--- config.mk ---
export PLATFORM = sky130hd
export DESIGN_NAME = tlal_ctrl
export DESIGN_NICKNAME = d
export VERILOG_FILES = /design/src/hdl/tlal_pkg.sv /design/src/hdl/tlal_ctrl.sv
export VERILOG_INCLUDE_DIRS = /design/src /design/src/hdl
export SDC_FILE = /design/constraint.sdc
export NUM_CORES = 1
export LEC_CHECK = 0
export BUFFER_PORTS_ARGS = -buffer_cell sky130_fd_sc_hd__buf_2
export CAP_MARGIN = 10
export CORE_MARGIN = 8
export CORE_UTILIZATION = 55
export CTS_CLUSTER_DIAMETER = 200
export DETAILED_ROUTE_END_ITERATION = 12
export GPL_ROUTABILITY_DRIVEN = 0
export GPL_TIMING_DRIVEN = 0
export PLACE_DENSITY = 0.84
export SETUP_SLACK_MARGIN = 0.15
export SLEW_MARGIN = 20
export SYNTH_ARGS = -nofsm -noshare
export SYNTH_HDL_FRONTEND = slang
export SYNTH_SLANG_ARGS = --single-unit
--- constraint.sdc ---
create_clock -name clk -period 2.3 [get_ports clk]
set_input_delay 0.46 -clock clk [delete_from_list [all_inputs] [get_ports clk]]
set_output_delay 0.46 -clock clk [all_outputs]
set_load 0.01 [all_outputs]
--- src/hdl/tree_level_ancestor_lca_unit_assert.svh ---
// ----------------------------------------------------------------------------
// tree level ancestor / lca unit assertion macros
// shared property forms for the unit's concurrent checks
// ----------------------------------------------------------------------------
`ifndef TREE_LEVEL_ANCESTOR_LCA_UNIT_ASSERT_SVH
`define TREE_LEVEL_ANCESTOR_LCA_UNIT_ASSERT_SVH

// condition and consequence in the same cycle
`define TLAL_ASSERT_SAME(label, clk, rst, pre, post, msg) \
  label: assert property (@(posedge clk) disable iff (rst) (pre) |-> (post)) \
    else $error(msg);

// consequence in the cycle after the condition
`define TLAL_ASSERT_NEXT(label, clk, rst, pre, post, msg) \
  label: assert property (@(posedge clk) disable iff (rst) (pre) |=> (post)) \
    else $error(msg);

`endif

--- src/hdl/tlal_pkg.sv ---
// ----------------------------------------------------------------------------
// tlal_pkg
// field widths, opcodes and controller/datapath interface types
// ----------------------------------------------------------------------------
package tlal_pkg;

  localparam int NODE_W  = 10;
  localparam int DEPTH_W = 10;
  localparam int STEPS_W = 10;
  localparam int OP_W    = 2;

  typedef enum logic [OP_W-1:0] {
    OP_ADD = 2'd0,
    OP_LA  = 2'd1,
    OP_LCA = 2'd2,
    OP_NOP = 2'd3
  } opcode_t;

  // datapath register actions
  typedef enum logic [3:0] {
    DP_IDLE,
    DP_ACCEPT,
    DP_CLEAR,
    DP_LA_LOAD,
    DP_LCA_V,
    DP_LCA_U,
    DP_TAKE_CUR,
    DP_TAKE_OTH,
    DP_ADD_P,
    DP_ADD_J,
    DP_ADD_WR,
    DP_OUT
  } dp_op_t;

  // table read address source
  typedef enum logic [2:0] {
    RD_A,
    RD_B,
    RD_DATA_JUMP,
    RD_CUR_JUMP,
    RD_CUR_PARENT,
    RD_OTH_JUMP,
    RD_OTH_PARENT
  } rd_sel_t;

  typedef struct packed {
    dp_op_t  op;
    rd_sel_t rd_sel;
  } dp_cmd_t;

  typedef struct packed {
    opcode_t opcode;
    logic    a_ok;
    logic    b_ok;
    logic    a_zero;
    logic    b_zero;
    logic    rd_depth_zero;
    logic    climb_more;
    logic    jump_ok;
    logic    same_node;
    logic    jumps_differ;
    logic    clr_last;
  } dp_status_t;

endpackage

--- src/hdl/tlal_ctrl.sv ---
// ----------------------------------------------------------------------------
// tlal_ctrl
// sequencer for table clear, leaf add, level ancestor and lca climbs
// ----------------------------------------------------------------------------
`include "tree_level_ancestor_lca_unit_assert.svh"

module tlal_ctrl (
  input  logic                  clk,
  input  logic                  rst,
  input  logic                  in_tvalid,
  output logic                  in_tready,
  output logic                  out_tvalid,
  input  logic                  out_tready,
  output tlal_pkg::dp_cmd_t     cmd,
  input  tlal_pkg::dp_status_t  status
);

  typedef enum logic [4:0] {
    S_CLEAR,
    S_IDLE,
    S_START,
    S_A_CHK,
    S_A_P,
    S_A_J,
    S_A_JJ,
    S_L_LOAD,
    S_Q_V,
    S_Q_U,
    S_CLIMB,
    S_C_J,
    S_C_P,
    S_MERGE,
    S_M_V,
    S_M_U,
    S_OUT
  } state_t;

  state_t state;
  state_t state_next;
  logic   use_jump;
  logic   use_jump_next;
  logic   out_valid;
  logic   out_valid_next;
  logic   load_out;

  assign in_tready  = (state == S_IDLE);
  assign out_tvalid = out_valid;

  always_comb begin
    state_next    = state;
    use_jump_next = use_jump;
    load_out      = 1'b0;
    cmd.op        = tlal_pkg::DP_IDLE;
    cmd.rd_sel    = tlal_pkg::RD_A;
    unique case (state)
      S_CLEAR: begin
        cmd.op = tlal_pkg::DP_CLEAR;
        if (status.clr_last) state_next = S_IDLE;
      end
      S_IDLE: begin
        if (in_tvalid) begin
          cmd.op     = tlal_pkg::DP_ACCEPT;
          state_next = S_START;
        end
      end
      S_START: begin
        unique case (status.opcode)
          tlal_pkg::OP_ADD: begin
            if (status.a_ok && status.b_ok && !status.a_zero) begin
              state_next = S_A_CHK;
            end else begin
              state_next = S_IDLE;
            end
          end
          tlal_pkg::OP_LA:  state_next = S_L_LOAD;
          tlal_pkg::OP_LCA: state_next = S_Q_V;
          default:          state_next = S_IDLE;
        endcase
      end
      S_A_CHK: begin
        // leaf must not be in the tree yet
        if (status.rd_depth_zero) begin
          cmd.rd_sel = tlal_pkg::RD_B;
          state_next = S_A_P;
        end else begin
          state_next = S_IDLE;
        end
      end
      S_A_P: begin
        cmd.op     = tlal_pkg::DP_ADD_P;
        cmd.rd_sel = tlal_pkg::RD_DATA_JUMP;
        if (!status.b_zero && status.rd_depth_zero) begin
          state_next = S_IDLE;
        end else begin
          state_next = S_A_J;
        end
      end
      S_A_J: begin
        cmd.op     = tlal_pkg::DP_ADD_J;
        cmd.rd_sel = tlal_pkg::RD_DATA_JUMP;
        state_next = S_A_JJ;
      end
      S_A_JJ: begin
        cmd.op     = tlal_pkg::DP_ADD_WR;
        state_next = S_IDLE;
      end
      S_L_LOAD: begin
        cmd.op     = tlal_pkg::DP_LA_LOAD;
        state_next = S_CLIMB;
      end
      S_Q_V: begin
        cmd.op     = tlal_pkg::DP_LCA_V;
        cmd.rd_sel = tlal_pkg::RD_B;
        state_next = S_Q_U;
      end
      S_Q_U: begin
        cmd.op     = tlal_pkg::DP_LCA_U;
        state_next = S_CLIMB;
      end
      S_CLIMB: begin
        if (status.climb_more) begin
          cmd.rd_sel = tlal_pkg::RD_CUR_JUMP;
          state_next = S_C_J;
        end else if (status.opcode == tlal_pkg::OP_LCA) begin
          state_next = S_MERGE;
        end else begin
          state_next = S_OUT;
        end
      end
      S_C_J: begin
        // take the jump unless it overshoots the target depth
        if (status.jump_ok) begin
          cmd.op     = tlal_pkg::DP_TAKE_CUR;
          state_next = S_CLIMB;
        end else begin
          cmd.rd_sel = tlal_pkg::RD_CUR_PARENT;
          state_next = S_C_P;
        end
      end
      S_C_P: begin
        cmd.op     = tlal_pkg::DP_TAKE_CUR;
        state_next = S_CLIMB;
      end
      S_MERGE: begin
        if (status.same_node) begin
          state_next = S_OUT;
        end else begin
          use_jump_next = status.jumps_differ;
          cmd.rd_sel    = status.jumps_differ ? tlal_pkg::RD_CUR_JUMP
                                              : tlal_pkg::RD_CUR_PARENT;
          state_next    = S_M_V;
        end
      end
      S_M_V: begin
        cmd.op     = tlal_pkg::DP_TAKE_CUR;
        cmd.rd_sel = use_jump ? tlal_pkg::RD_OTH_JUMP : tlal_pkg::RD_OTH_PARENT;
        state_next = S_M_U;
      end
      S_M_U: begin
        cmd.op     = tlal_pkg::DP_TAKE_OTH;
        state_next = S_MERGE;
      end
      S_OUT: begin
        if (!out_valid || out_tready) begin
          cmd.op     = tlal_pkg::DP_OUT;
          load_out   = 1'b1;
          state_next = S_IDLE;
        end
      end
      default: begin
        state_next = S_IDLE;
      end
    endcase
  end

  always_comb begin
    if (load_out) begin
      out_valid_next = 1'b1;
    end else if (out_tready) begin
      out_valid_next = 1'b0;
    end else begin
      out_valid_next = out_valid;
    end
  end

  always_ff @(posedge clk) begin
    if (rst) begin
      state     <= S_CLEAR;
      out_valid <= 1'b0;
      use_jump  <= 1'b0;
    end else begin
      state     <= state_next;
      out_valid <= out_valid_next;
      use_jump  <= use_jump_next;
    end
  end

  `TLAL_ASSERT_SAME(a_clear_blocks_input, clk, rst, state == S_CLEAR, !in_tready, "item taken during table clear")
  `TLAL_ASSERT_NEXT(a_load_sets_valid, clk, rst, load_out, out_valid, "loaded result not presented")
  `TLAL_ASSERT_SAME(a_no_overwrite, clk, rst, load_out && out_valid, out_tready, "result overwritten before taken")
  `TLAL_ASSERT_NEXT(a_accept_starts, clk, rst, in_tvalid && in_tready, state == S_START, "accepted item not started")

endmodule

==> summary.md <==
| Metric | Value |
|---|---|
| Fraction of registers with async set/reset | 0% |
| Post-synth top area share | 15.8% |
| Initial Utilization | 59.0% |
| Crit start category | register |
| CP Cell Sequence | buf_6 > inv_1 > mux2i_1 > o22ai_1 > a32o_1 > buf_2 |
| Die height | 56.2 um |
| Top cells by area, synth | dfxtp_1 (16%), a31oi_1 (7.0%), nand2b_1 (6.3%) |
| Number of synthesized register bits | 7 |
| Post-synth top area cell | dfxtp_1 |
| Vias per cell | 6.67 |
| Total Routed Length | 2.97 mm |
| Max Slew Vio Count | 0 |
| Router iterations before antenna repair | 4 |
| Syn nets | 136 |
| DRC | 0 |
| Share of post-route cells with drive strength above 1 | 34.2% |
| Fmax | 0.474 GHz |
| Setup crit end kind | primary output |
| Clk_lat worst skew | 0.27 ns |
| Crit-path slowest cell | dfxtp_2 |
| Sequential cell area | 143 um2 |
| Worst VDD drop | 0.000230 V |
| GRT Util Overall | 17.8% |
| Commonest cells in the netlist | nor2_1 (11), a31oi_1 (10), nand2b_1 (9) |
| TritonCTS buffer count | 3 |
| Buffers and inverters on the worst path | 3 |
| Layout Nets | 166 |
| Setup-failing EPs final | 0 |
| CTS max path bufs | 2 |
| GRT overflow | 0 |
| Distinct cells, synth | 46 |
| Status | finished clean |
| First-pass GRT wire length | 4.75 mm |
| Leak | 0.534 nW |
| Filler cells | 136 |
| Post-synth EDFFs | 0 |
| # IOs | 25 |
| Req. time, crit path | 1.84 ns |
| Worst Tran Pin Value | 0.399 ns |
| DR WL/cell | 18.0 um |
| Multi-input gate area | 671 um2 |
| Final core utilization | 74.2% |
| CTS Sinks | 7 |
| Largest net degree at the start of global routing | 11 |
| Worst clock skew | 0.00453 ns |
| Final std cells w/o fill | 165 |
| Final Hold Viols | 0 |
| RSZ-0062 raised after global routing | false |
| Synth Instances | 120 |
| Hold_buf cts | 0 |
| Pwr Density | 316 nW/um2 |
| Post-synthesis sequential area ratio | 15.8% |
| DRT antenna net count | 0 |
| Count leader, synth | nor2_1 |
| Clock root buffer | clkbuf_4 |
| Kind of critical path | reg -> out |
| Minimum clock period after layout | 2.11 ns |
| Die ar. | 3160 um2 |
| Max_cap viols | 0 |
| Worst path top cell family by delay | buffers and inverters |
| Slew Limit Headroom | 73.2% |
| Prevailing post-synth register cell | dfxtp_1 |
| Initial antenna violation count | 0 |
| Core Area | 1510 um2 |
| Vias | 1100 |
| CP max stage delay | 0.41 ns |
| Synth-to-layout area growth | 25.8% |
| N_diodes | 0 |
| Avg Cell Area, Syn | 7.40 um2 |
| Clk slew on worst S/H paths | 0.06 ns |
| Setup TNS | 0 ns |
| Crit share post-route | 91.8% |
| Worst-path fanout max | 10 |
| Post-Place Cells | 160 |
| WP data arrival | 1.65 ns |
| Vias in the first global route | 1063 |
| Min-delay worst type | in -> reg |
| Initial DRC count | 66 |
| DP HPWL | 2.20 mm |
| Num rows | 14 |
| Netlist Area Pre-Place | 888 um2 |
| H-tree Lvls | 1 |
| Design Power | 0.353 mW |
| DIE WIDTH | 56.2 um |
| Port Buffers | 24 |
| Ys Warns | 0 |
| CTS tree | built |
[cell families after synthesis]
kind of cell           after synthesis  synth area share [%]
AO/OA/AOI/OAI                       42                  34.1
buffers and inverters               17                  12.5
flip-flops                           7                  15.8
multiplexers                         2                  2.25
AND/OR/NAND/NOR                     52                  35.4
[sequential cells by signal, indices dropped and copies added, names as in the netlist]
name and flops:
out_tvalid 1, state 5, use_jump 1
[what timing repair did]
action,in CTS,in global routing
pin swaps,0,1
endpoints found under the setup margin,3,4
setup buffers,0,1
endpoints found under the hold margin,0,0
resized for setup,5,10
[worst paths after layout]
check / cells past startpoint / to / start / slack (ns)
hold / removal: 2 / state[2] / rst / 0.44
setup reg to reg: 5 / state[1] / state[1] / 0.83
hold reg to reg: 2 / use_jump / use_jump / 0.55
setup / recovery: 6 / cmd[3] / state[2] / 0.19
[stage by stage]
| step | hold WS [ns] | instance area, um2 | setup slack, ns |
|---|---|---|---|
| after floorplan | 0.487 | 888 | 0.591 |
| after global placement | 0.523 | 1030 | 0.412 |
| after detailed placement | 0.533 | 1030 | 0.356 |
| after CTS | 0.432 | 1070 | 0.153 |
| after global routing | 0.464 | 1120 | 0.119 |
| final | 0.441 | 1120 | 0.188 |
[cell usage in the layout (no fill, tap or decap), drive strengths merged, types with 3 or more instances in the layout]
| master | n |
|---|---|
| nor2 | 12 |
| buf | 34 |
| a31oi | 10 |
| nor3 | 3 |
| o21ai | 4 |
| inv | 7 |
| a21oi | 7 |
| nor2b | 3 |
| clkbuf | 5 |
| o22ai | 3 |
| nand2 | 8 |
| dfxtp | 7 |
| nand2b | 9 |
| nand3 | 3 |
[report_power, final]
| group | internal [mW] | leakage [nW] | total [mW] | switching (mW) |
|---|---|---|---|---|
| sequential | 0.124 | 0.0574 | 0.129 | 0.00490 |
| clock | 0.0670 | 0.0150 | 0.125 | 0.0582 |
| combinational | 0.0446 | 0.461 | 0.0990 | 0.0545 |
| total | 0.236 | 0.534 | 0.353 | 0.118 |
[layout make-up]
type,instances,share of cell area [%]
multi-input combinational,96,60.0
sequential,7,12.8
timing repair buffer,25,11.4
buffer,10,9.29
clock buffer,4,2.35
inverter,7,2.35
tap,16,1.79
[per-layer routing]
layer  vias to the layer above  routed length, um  GRT usage, %
met1                       483               1170          21.5
met4                         0                114          12.0
met3                        15                312          5.02
met5                         -                  0             0
met2                        91               1380          26.1
li1                        511                  -             -
Note: power is estimated with default switching activity, not from simulation.
